[config.mk]
export PLATFORM = sky130hd
export DESIGN_NAME = tcp_probe_header_builder
export DESIGN_NICKNAME = d
export VERILOG_FILES = /design/src/tphb_pkg.sv /design/src/tphb_front.sv /design/src/tphb_queue.sv /design/src/tphb_back.sv /design/src/tcp_probe_header_builder.sv
export SDC_FILE = /design/constraint.sdc
export NUM_CORES = 1
export LEC_CHECK = 0
export BUFFER_PORTS_ARGS = -buffer_cell sky130_fd_sc_hd__buf_2
export CAP_MARGIN = 40
export CORE_ASPECT_RATIO = 1.1
export CORE_MARGIN = 8
export CORE_UTILIZATION = 50
export CTS_CLUSTER_SIZE = 20
export DETAILED_ROUTE_END_ITERATION = 8
export PLACE_DENSITY_LB_ADDON = 0.2
export SLEW_MARGIN = 40
export SYNTH_ARGS = -nofsm -noshare
export SYNTH_HDL_FRONTEND = slang
export SYNTH_SLANG_ARGS = --single-unit
[constraint.sdc]
create_clock -name i_clk -period 13.2 [get_ports i_clk]
set_clock_uncertainty 0.2 [all_clocks]
set_input_delay 0.66 -clock i_clk [delete_from_list [all_inputs] [get_ports i_clk]]
set_output_delay 0.66 -clock i_clk [all_outputs]
set_load 0.02 [all_outputs]
[src/tphb_pkg.sv]
// Shared types, constants and header helpers for the TCP probe header builder.
package tphb_pkg;

    localparam int unsigned HDR_WORDS   = 10;
    localparam int unsigned IDX_W       = 4;
    localparam int unsigned CFG_IDX_W   = 1;
    localparam int unsigned CFG_DATA_W  = 16;
    localparam int unsigned Q_DEPTH     = 2;
    localparam int unsigned ACC_W       = 20;

    localparam logic [7:0]  TTL_RESET    = 8'd64;
    localparam logic [15:0] WINDOW_RESET = 16'd4096;
    localparam logic [7:0]  IP_PROTO_TCP = 8'd6;
    localparam logic [15:0] TCP_HDR_LEN  = 16'd20;
    localparam logic [15:0] IP_TOTAL_LEN = 16'd40;
    localparam logic [15:0] IP_VER_TOS   = 16'h4500;
    localparam logic [3:0]  TCP_DATA_OFF = 4'd5;
    localparam logic [IDX_W-1:0] LAST_IDX = IDX_W'(HDR_WORDS - 1);

    typedef enum logic [CFG_IDX_W-1:0] {
        REG_TTL    = 1'b0,
        REG_WINDOW = 1'b1
    } t_cfg_reg;

    typedef enum logic [IDX_W-1:0] {
        W_VER_LEN   = 4'd0,
        W_IDENT     = 4'd1,
        W_TTL_CSUM  = 4'd2,
        W_SRC       = 4'd3,
        W_DST       = 4'd4,
        W_PORTS     = 4'd5,
        W_SEQ       = 4'd6,
        W_ACK       = 4'd7,
        W_OFF_WIN   = 4'd8,
        W_TCP_CSUM  = 4'd9
    } t_word_sel;

    typedef struct packed {
        logic [31:0] src_address;
        logic [31:0] dst_address;
        logic [15:0] src_port;
        logic [15:0] dst_port;
        logic [31:0] sequence_number;
        logic [7:0]  tcp_flags;
        logic [15:0] ip_ident;
    } t_probe_in;

    typedef struct packed {
        logic [31:0]      header_word;
        logic [IDX_W-1:0] word_index;
        logic             last_word;
    } t_hdr_out;

    // one classified probe, ready to be serialised
    typedef struct packed {
        t_probe_in   probe;
        logic [7:0]  ttl;
        logic [15:0] window;
        logic [15:0] ip_csum;
        logic [15:0] tcp_csum;
    } t_probe_rec;

    typedef struct packed {
        logic empty;
        logic full;
    } t_q_stat;

    // end-around carry fold and complement
    function automatic logic [15:0] fold_cpl(input logic [ACC_W-1:0] acc);
        logic [16:0] a;
        logic [16:0] b;
        a = 17'(acc[ACC_W-1:16]) + 17'(acc[15:0]);
        b = 17'(a[15:0]) + 17'(a[16]);
        return ~b[15:0];
    endfunction

    function automatic logic [31:0] hdr_word(input t_probe_rec rec,
                                             input logic [IDX_W-1:0] idx);
        logic [31:0] w;
        w = '0;
        case (t_word_sel'(idx))
            W_VER_LEN:  w = {IP_VER_TOS, IP_TOTAL_LEN};
            W_IDENT:    w = {rec.probe.ip_ident, 16'h0000};
            W_TTL_CSUM: w = {rec.ttl, IP_PROTO_TCP, rec.ip_csum};
            W_SRC:      w = rec.probe.src_address;
            W_DST:      w = rec.probe.dst_address;
            W_PORTS:    w = {rec.probe.src_port, rec.probe.dst_port};
            W_SEQ:      w = rec.probe.sequence_number;
            W_ACK:      w = '0;
            W_OFF_WIN:  w = {TCP_DATA_OFF, 4'h0, rec.probe.tcp_flags, rec.window};
            W_TCP_CSUM: w = {rec.tcp_csum, 16'h0000};
            default:    w = '0;
        endcase
        return w;
    endfunction

endpackage

[src/tphb_front.sv]
// Front end: config registers, word intake and two-stage checksum pipeline.
module tphb_front import tphb_pkg::*; (
    input  logic                  i_clk,
    input  logic                  i_rst_n,
    input  logic                  i_cfg_we,
    input  logic [CFG_IDX_W-1:0]  i_cfg_index,
    input  logic [CFG_DATA_W-1:0] i_cfg_data,
    input  logic                  i_in_valid,
    output logic                  o_in_stall,
    input  t_probe_in             i_in_word,
    input  t_q_stat               i_q_stat,
    output logic                  o_push,
    output t_probe_rec            o_push_rec
);

    logic [7:0]  r_ttl;
    logic [15:0] r_window;

    logic        r_v1, r_v2;
    t_probe_in   r_p1, r_p2;
    logic [7:0]  r_ttl1, r_ttl2;
    logic [15:0] r_win1, r_win2;
    logic [17:0] r_sum_addr, r_sum_ip, r_sum_tcp, r_sum_hdr;
    logic [ACC_W-1:0] r_ip_acc, r_tcp_acc;

    logic adv1, adv2, take;
    logic [17:0] n_sum_addr, n_sum_ip, n_sum_tcp, n_sum_hdr;

    assign o_push     = r_v2 && !i_q_stat.full;
    assign adv2       = !r_v2 || o_push;
    assign adv1       = !r_v1 || adv2;
    assign o_in_stall = !adv1;
    assign take       = i_in_valid && adv1;

    always_comb begin
        n_sum_addr = 18'(i_in_word.src_address[31:16]) + 18'(i_in_word.src_address[15:0])
                   + 18'(i_in_word.dst_address[31:16]) + 18'(i_in_word.dst_address[15:0]);
        n_sum_ip   = 18'(i_in_word.ip_ident) + 18'({r_ttl, IP_PROTO_TCP})
                   + 18'(IP_VER_TOS) + 18'(IP_TOTAL_LEN);
        n_sum_tcp  = 18'(i_in_word.src_port) + 18'(i_in_word.dst_port)
                   + 18'(i_in_word.sequence_number[31:16])
                   + 18'(i_in_word.sequence_number[15:0]);
        // pseudo-header protocol and length, plus offset/flags and window
        n_sum_hdr  = 18'({TCP_DATA_OFF, 4'h0, i_in_word.tcp_flags}) + 18'(r_window)
                   + 18'(IP_PROTO_TCP) + 18'(TCP_HDR_LEN);
    end

    always_ff @(posedge i_clk) begin
        if (!i_rst_n) begin
            r_ttl    <= TTL_RESET;
            r_window <= WINDOW_RESET;
            r_v1     <= 1'b0;
            r_v2     <= 1'b0;
        end else begin
            if (i_cfg_we) begin
                unique case (t_cfg_reg'(i_cfg_index))
                    REG_TTL:    r_ttl    <= i_cfg_data[7:0];
                    REG_WINDOW: r_window <= i_cfg_data;
                endcase
            end
            if (adv1) r_v1 <= i_in_valid;
            if (adv2) r_v2 <= r_v1;
        end
        if (take) begin
            r_p1       <= i_in_word;
            r_ttl1     <= r_ttl;
            r_win1     <= r_window;
            r_sum_addr <= n_sum_addr;
            r_sum_ip   <= n_sum_ip;
            r_sum_tcp  <= n_sum_tcp;
            r_sum_hdr  <= n_sum_hdr;
        end
        if (adv2 && r_v1) begin
            r_p2      <= r_p1;
            r_ttl2    <= r_ttl1;
            r_win2    <= r_win1;
            r_ip_acc  <= ACC_W'(r_sum_addr) + ACC_W'(r_sum_ip);
            r_tcp_acc <= ACC_W'(r_sum_addr) + ACC_W'(r_sum_tcp) + ACC_W'(r_sum_hdr);
        end
    end

    always_comb begin
        o_push_rec.probe    = r_p2;
        o_push_rec.ttl      = r_ttl2;
        o_push_rec.window   = r_win2;
        o_push_rec.ip_csum  = fold_cpl(r_ip_acc);
        o_push_rec.tcp_csum = fold_cpl(r_tcp_acc);
    end

endmodule

[src/tphb_queue.sv]
// Small register queue of classified probes between front and back.
module tphb_queue import tphb_pkg::*; #(
    parameter int unsigned DEPTH = Q_DEPTH
) (
    input  logic       i_clk,
    input  logic       i_rst_n,
    input  logic       i_push,
    input  t_probe_rec i_push_rec,
    input  logic       i_pop,
    output t_probe_rec o_head,
    output t_q_stat    o_stat
);

    localparam int unsigned PW = (DEPTH > 1) ? $clog2(DEPTH) : 1;
    localparam int unsigned CW = $clog2(DEPTH + 1);
    localparam logic [PW-1:0] PTR_LAST = PW'(DEPTH - 1);

    t_probe_rec    r_mem [DEPTH];
    logic [PW-1:0] r_wr, r_rd;
    logic [CW-1:0] r_cnt;

    assign o_stat.empty = (r_cnt == '0);
    assign o_stat.full  = (r_cnt == CW'(DEPTH));
    assign o_head       = r_mem[r_rd];

    always_ff @(posedge i_clk) begin
        if (!i_rst_n) begin
            r_wr  <= '0;
            r_rd  <= '0;
            r_cnt <= '0;
        end else begin
            if (i_push) r_wr <= (r_wr == PTR_LAST) ? '0 : r_wr + 1'b1;
            if (i_pop)  r_rd <= (r_rd == PTR_LAST) ? '0 : r_rd + 1'b1;
            if (i_push && !i_pop)      r_cnt <= r_cnt + 1'b1;
            else if (i_pop && !i_push) r_cnt <= r_cnt - 1'b1;
        end
        if (i_push) r_mem[r_wr] <= i_push_rec;
    end

endmodule

[src/tphb_back.sv]
// Back end: serialises each queued probe into ten header words.
module tphb_back import tphb_pkg::*; (
    input  logic       i_clk,
    input  logic       i_rst_n,
    input  t_probe_rec i_head,
    input  t_q_stat    i_q_stat,
    output logic       o_pop,
    output logic       o_out_valid,
    input  logic       i_out_stall,
    output t_hdr_out   o_out_word
);

    logic             r_valid;
    t_hdr_out         r_word;
    logic [IDX_W-1:0] r_idx;
    logic             load;

    assign load  = !r_valid || !i_out_stall;
    assign o_pop = load && !i_q_stat.empty && (r_idx == LAST_IDX);

    always_ff @(posedge i_clk) begin
        if (!i_rst_n) begin
            r_valid <= 1'b0;
            r_idx   <= '0;
        end else if (load) begin
            r_valid <= !i_q_stat.empty;
            if (!i_q_stat.empty)
                r_idx <= (r_idx == LAST_IDX) ? '0 : r_idx + 1'b1;
        end
        if (load && !i_q_stat.empty) begin
            r_word.header_word <= hdr_word(i_head, r_idx);
            r_word.word_index  <= r_idx;
            r_word.last_word   <= (r_idx == LAST_IDX);
        end
    end

    assign o_out_valid = r_valid;
    assign o_out_word  = r_word;

endmodule

[src/tcp_probe_header_builder.sv]
// A probe word passes through the front checksum pipeline and the queue; the
// serialiser then registers one header word per cycle while i_out_stall is low.
// Up to QUEUE_DEPTH + 2 probes are held, counting the one being serialised.
// Reset (synchronous, active low) empties pipeline, queue and output register,
// and sets TTL to 64 and window to 4096.
module tcp_probe_header_builder import tphb_pkg::*; #(
    parameter int unsigned QUEUE_DEPTH = Q_DEPTH
) (
    input  logic                  i_clk,
    input  logic                  i_rst_n,
    input  logic                  i_cfg_we,
    input  logic [CFG_IDX_W-1:0]  i_cfg_index,
    input  logic [CFG_DATA_W-1:0] i_cfg_data,
    input  logic                  i_in_valid,
    output logic                  o_in_stall,
    input  t_probe_in             i_in_word,
    output logic                  o_out_valid,
    input  logic                  i_out_stall,
    output t_hdr_out              o_out_word
);

    t_q_stat    q_stat;
    t_probe_rec push_rec, head;
    logic       push, pop;

    tphb_front u_front (
        .i_clk       (i_clk),
        .i_rst_n     (i_rst_n),
        .i_cfg_we    (i_cfg_we),
        .i_cfg_index (i_cfg_index),
        .i_cfg_data  (i_cfg_data),
        .i_in_valid  (i_in_valid),
        .o_in_stall  (o_in_stall),
        .i_in_word   (i_in_word),
        .i_q_stat    (q_stat),
        .o_push      (push),
        .o_push_rec  (push_rec)
    );

    tphb_queue #(.DEPTH(QUEUE_DEPTH)) u_queue (
        .i_clk      (i_clk),
        .i_rst_n    (i_rst_n),
        .i_push     (push),
        .i_push_rec (push_rec),
        .i_pop      (pop),
        .o_head     (head),
        .o_stat     (q_stat)
    );

    tphb_back u_back (
        .i_clk       (i_clk),
        .i_rst_n     (i_rst_n),
        .i_head      (head),
        .i_q_stat    (q_stat),
        .o_pop       (pop),
        .o_out_valid (o_out_valid),
        .i_out_stall (i_out_stall),
        .o_out_word  (o_out_word)
    );

endmodule

-- Word-level counts from Yosys, hierarchy flattened
Memories as Yosys holds them, arrays and structs flattened. A register that Yosys moved wholly into a read port is not among the register bits.
Index checks and enable logic that the tools add are counted.
- register bits: 536
- memory bits (writable): 416
- input port bits: 174
- output and inout bits: 39
- word-level logic and storage cells: 109
- memories kept: 1
- memory list (memory ; depth ; bits a word ; rd ports ; clocked after memory_dff ; wr ports ; line ; source):
    u_queue.r_mem ; 2 ; 208 ; 1 ; 1 ; 1 ; tphb_queue.sv:18 ; t_probe_rec r_mem [DEPTH];
- add/sub/neg operators: 24
- equal/unequal tests: 9
- mux-type cells: 10
- bitwise logic cells: 4
- reductions and logical operators: 25
- operators with widths (kind ; number):
    $pmux 32 s9 ; 1
    $add 18x16->18 ; 4
    $add 16x16->17 ; 3
    $add 18x18->19 ; 2
    $add 4x16->17 ; 2
    $add 16x1->16 ; 2
    $not 16->16 ; 2
    $add 20x18->20 ; 1
    $add 18x15->18 const B ; 1
    $add 18x3->18 const B ; 1
    $add 18x5->18 const B ; 1
    $add 18x6->18 const B ; 1
    $add 15x16->17 ; 1
    $eq 4x3->1 const B ; 3
    $logic_not 1->1 ; 9
    $eq 4x2->1 const B ; 2
    $eq 4x4->1 const B ; 2
    $logic_and 1x1->1 ; 7
    $mux 1 ; 6
    $reduce_and 2->1 ; 3
    $add 4x1->4 const B ; 1
    $eq 4x1->1 const B ; 1
    $logic_not 4->1 ; 1
    $mux 2 ; 2
    other kinds (9) ; 13

-- Depth between registers and ports, before layout
- depth in word-level cells: 7
- depth in mapped cells: 19

-- Modules after synthesis
From an unflattened synthesis, not the netlist that was laid out.
- cell total of the unflattened synthesis: 2570
- area, all modules: 41549.8 µm²
- by module, submodules not included (module ; times used ; cells each ; area an instance (µm²)):
    tphb_front ; 1 ; 1598 ; 22825.6
    tphb_queue ; 1 ; 669 ; 15638.7
    tphb_back ; 1 ; 303 ; 3085.5

-- Worst setup path after synthesis
No wires, ideal clock.
- kind: reg-to-reg
- start point: register u_queue.r_cnt[0]
- end point: register u_front.r_p1[100] (netlist name), enable pin
- library setup time: 883 ps
- data arrival time: 11605 ps
- data required time: 12117 ps
- setup slack: 512 ps
- stages on the path, launching flop included: 5
- buffers on the path: 0
- period minus slack after synthesis: 12688 ps
- path through: dfxtp_1 > nand2b_1 > nor2_1 > and2_1 > nor2b_1
- longest elaborated chain between the ends: 6
- ends and longest elaborated chain (what ; line ; source):
    start: declaration ; tphb_queue.sv:20 ; logic [CW-1:0] r_cnt;
    start signal: assignment ; tphb_queue.sv:34 ; if (i_push && !i_pop) r_cnt <= r_cnt + 1'b1;
    start signal: assignment ; tphb_queue.sv:35 ; else if (i_pop && !i_push) r_cnt <= r_cnt - 1'b1;
    $eq 2x2->1 ; tphb_queue.sv:23 ; assign o_stat.full = (r_cnt == CW'(DEPTH));
    $logic_not 1->1 ; tphb_front.sv:29 ; assign o_push = r_v2 && !i_q_stat.full;
    $logic_and 1x1->1 ; tphb_front.sv:29 ;
    $logic_or 1x1->1 ; tphb_front.sv:30 ; assign adv2 = !r_v2 || o_push;
    $logic_or 1x1->1 ; tphb_front.sv:31 ; assign adv1 = !r_v1 || adv2;
    $logic_and 1x1->1 ; tphb_front.sv:33 ; assign take = i_in_valid && adv1;
    named net u_front.take ; tphb_front.sv:26 ; logic adv1, adv2, take;
    end signal: assignment ; tphb_front.sv:65 ; r_p1 <= i_in_word;
    end: declaration ; tphb_front.sv:20 ; t_probe_in r_p1, r_p2;
The timed path passes the listed nets, and every way through them passes these cells.
A chain may end at the register's enable or synchronous reset.

-- Worst setup path in the final report
- start point: input i_in_word[56] (netlist name)
- end point: register u_front.r_sum_tcp[16] (data pin)
- longest elaborated chain between the ends: 3
- ends and longest elaborated chain (what ; line ; source):
    start: declaration ; tcp_probe_header_builder.sv:16 ; input t_probe_in i_in_word,
    $add 16x16->17 ; tphb_front.sv:40 ; n_sum_tcp = 18'(i_in_word.src_port) + 18'(i_in_word.dst_port)
    $add 18x16->18 ; tphb_front.sv:41 ; + 18'(i_in_word.sequence_number[31:16])
    $add 18x16->18 ; tphb_front.sv:42 ; + 18'(i_in_word.sequence_number[15:0]);
    named net u_front.n_sum_tcp[16] ; tphb_front.sv:27 ; logic [17:0] n_sum_addr, n_sum_ip, n_sum_tcp, n_sum_hdr;
    end signal: assignment ; tphb_front.sv:70 ; r_sum_tcp <= n_sum_tcp;
    end: declaration ; tphb_front.sv:23 ; logic [17:0] r_sum_addr, r_sum_ip, r_sum_tcp, r_sum_hdr;
The timed path passes the listed nets, and every way through them passes these cells.

==> metrics.yaml <==
cts_buffers: 92
area_growth_pct: 15.4
clk_latency_ns: 0.65
track_usage_pct: 23.8
reg2reg_from: "u_front.r_sum_addr[0]"
nNetsFinal: 3441
drc: 0
cts-htree-levels: 3
outcome: "finished, final reports clean"
whs_ns: 0.0359
portBuffers: 212
arrival_ns: 5.48
drt_iter0_drc: 2736
async_flop_share_pct: 0
die_h_um: 316
design.core.area_um2: 81500
syn_avg_cell_area_um2: 14.9
relSlewSlack_pct: 34.2
ys_types: 81
min_to: "u_front.r_p1[104]"
clockBufferDepth: 3
die_width_um: 289
via_count: 24600
p_per_area_nw_per_um2: 193
grt_pass1_vias: 24400
ys.flop_type: "edfxtp_1"
antenna_found_initial: 2
maxCapViolations: 0
fillCellCount: 6286
ioPinCount: 213
clockPowerShare_pct: 29.8
fp.dieArea_um2: 91200
cts_tree: "done"
drive_gt1_share_pct: 13.7
min_period_over_period_pct: 40.0
internal-power_mw: 6.29
ant_nets: 0
gp_congestion: 0.912
min_path_type: "primary input to flip-flop"
fmax_mhz: 189
wirelength_um: 110000
grt_max_degree: 100
grt_setup_unrepaired: "no"
drt_pass1_iterations: 5
peakVddDrop_uv: 170
initial_core_util_pct: 50.2
finalMaxSlewViolations: 0
endpoint_kind: "flip-flop"
seq_power_share_pct: 42.7
clock-sinks: 951
holdPathStages: 1
synth_fp_nets: 3115
synth_edf_count: 915
antenna_cells: 0
worstRegToRegCells: 17
clk_pin_slew_ns: 0.06
grt_pass1_wl_um: 158000
crit_type: "primary input to flip-flop"
ys_ff_latch: 951
dp_hpwl_um: 80900
p_comb_share_pct: 27.5
rr_endpoint: "u_front.r_tcp_acc[18]"
via_per_inst: 5.83
yosysSeqAreaShare_pct: 68.9
rows: 110
fin_crit_ns: 5.28
switching_power_mw: 2.79
sw_frac_of_total_pct: 30.7
root_buffer: "clkbuf_16"
power.leakage_nw: 16.9
finalSetupViolations: 0
worst_pin_slew_ns: 0.977
hold_viol: 0
syn_area_um2: 40900
grt-ovfl-total: 0
syn_inst: 2750
worstSetupStartpointType: "primary input"
setup-tns-final_ns: 0
critPathMaxFanout: 3
synth-warning-count: 0
wl_per_cell_um: 26.1
min_from: "i_in_word[104]"
worstPathRequired_ns: 13.40
r2r_slack_ns: 8.74
-- through the flow --
stage          power [mW]  cell area, um^2  cells  utilization (%)  setup slack [ns]
6_report             9.09            47200   4214             57.9              7.92
5_1_grt              9.48            47200   4214             57.9              7.61
4_1_cts              9.10            47200   4213             57.9              8.01
3_5_place_dp         6.38            43500   3988             53.4              7.88
3_3_place_gp         6.32            43300   3981             53.2              7.93
2_1_floorplan        5.65            40900   2750                -             0.512
-- Yosys cell counts, types with 20 or more instances --
master    instances  area [um^2]
a21boi_0         29          218
a21o_1           38          285
a21oi_1         101          505
a221oi_1         22          193
a22oi_1          60          450
clkbuf_1         48          180
dfxtp_1          36          721
edfxtp_1        915        27500
fa_1             42          841
ha_1            149         1860
inv_1           162          608
mux2i_1         122         1220
nand2_1         167          627
nand2b_1         27          169
nand3_1          69          345
nor2_1          115          432
nor2b_1          25          156
nor3_1           51          255
o21a_1           20          150
o21ai_0          74          370
o221ai_1         26          228
o22ai_1          32          200
xnor2_1         127         1110
xor2_1           65          569
-- area by class of cell --
cell class	instances	area (um^2)	area share, %
clock buffers	112	2480	5.26
clock inverters	56	638	1.35
inverters	163	612	1.30
flip-flops and latches	951	28200	59.7
well taps	1064	1330	2.82
multi-input cells	1568	11900	25.2
repair buffers	300	2040	4.32
-- power groups by stage --
stage | logic (mW) | registers (mW) | clock network [mW]
2_1_floorplan | 1.76 | 3.89 | 0
3_3_place_gp | 2.39 | 3.93 | 0
3_5_place_dp | 2.44 | 3.94 | 0
4_1_cts | 2.48 | 3.87 | 2.75
5_1_grt | 2.73 | 3.89 | 2.85
6_report | 2.50 | 3.88 | 2.71
-- kinds of logic (layout without fill, tap and decap cells) --
group | after synthesis | count (layout) | share of synthesized area [%]
simple gates | 554 | 554 | 6.56
fa+ha+maj | 192 | 192 | 6.64
xor+xnor | 193 | 193 | 4.15
other cells | 1 | 1 | 0.00917
flops | 951 | 951 | 68.9
mux | 122 | 122 | 2.99
compound gates | 506 | 506 | 8.54
buf+inv | 231 | 631 | 2.18
-- sequential cells by signal, indices dropped and copies added (netlist names), named ones only --
name and count:
u_front.r_sum_addr 18, u_front.r_win1 16, u_back.o_out_word 37, u_front.r_ip_acc 19
u_front.r_ttl1 8, u_front.r_v2 1, u_front.r_tcp_acc 20, u_queue.r_mem 416
u_front.r_ttl2 8, u_queue.r_rd 1, u_front.r_win2 16, u_queue.r_cnt 2
u_queue.r_wr 1, u_front.r_ttl 8, u_front.r_sum_ip 18, u_front.o_push_rec 152
u_front.r_window 16, u_back.o_out_valid 1, u_front.r_sum_hdr 18, u_front.r_v1 1
u_back.r_idx 4, u_front.r_sum_tcp 18, u_front.r_p1 151
-- worst max-delay path, cell delays in order --
cell           delay [ns]
dlygate4sd3_1        0.54
buf_2                0.13
ha_1                 0.22
fa_1                 0.42
a21oi_1              0.25
o211ai_1             0.15
a31oi_1              0.52
nor2b_1              0.11
o21ai_0              0.31
a211o_1              0.23
xor2_1               0.08
fa_1                 0.49
inv_1                0.04
ha_1                 0.32
or2_2                0.30
a21oi_1              0.14
a31oi_1              0.09
a21o_1               0.21
a21oi_1              0.17
xnor2_1              0.10
-- repair_timing --
item	CTS	global route
endpoints found under the hold margin	57	0
hold buffers	57	0
setup endpoints to repair	0	0
resized for setup	0	0
buffers inserted	0	0
-- worst max-delay path by stage --
stage | slack (ns) | end | start | cells after the start
after detailed placement | 7.88 | u_front.r_sum_tcp[16] | i_in_word[56] | 19
after global routing | 7.61 | u_front.r_sum_tcp[16] | i_in_word[56] | 20
after CTS | 8.01 | u_front.r_sum_tcp[16] | i_in_word[56] | 20
after floorplan | 0.51 | u_front.r_p1[100] | u_queue.r_cnt[0] | 4
after global placement | 7.93 | u_front.r_sum_tcp[16] | i_in_word[56] | 19
final | 7.92 | u_front.r_sum_tcp[16] | i_in_word[56] | 20
-- placed cells by master, fill, tap and decap left out, types with 48 or more instances in the layout --
cell type / count
edfxtp_1: 915
buf_2: 212
nand2_1: 167
inv_1: 162
ha_1: 149
xnor2_1: 125
mux2i_1: 122
nor2_1: 112
a21oi_1: 100
clkbuf_16: 96
o21ai_0: 74
nand3_1: 68
xor2_1: 65
a22oi_1: 60
dlygate4sd3_1: 57
nor3_1: 48
-- per-layer routing --
| metal | vias to the layer above | GRT usage, % | wire length (um) |
|---|---|---|---|
| met3 | 149 | 2.97 | 8430 |
| met2 | 1044 | 38.4 | 51600 |
| met4 | 2 | 8.71 | 3650 |
| li1 | 11100 | - | - |
| met5 | - | 0 | 13 |
| met1 | 12300 | 33.1 | 46300 |
Note: power is estimated with default switching activity, not from simulation.
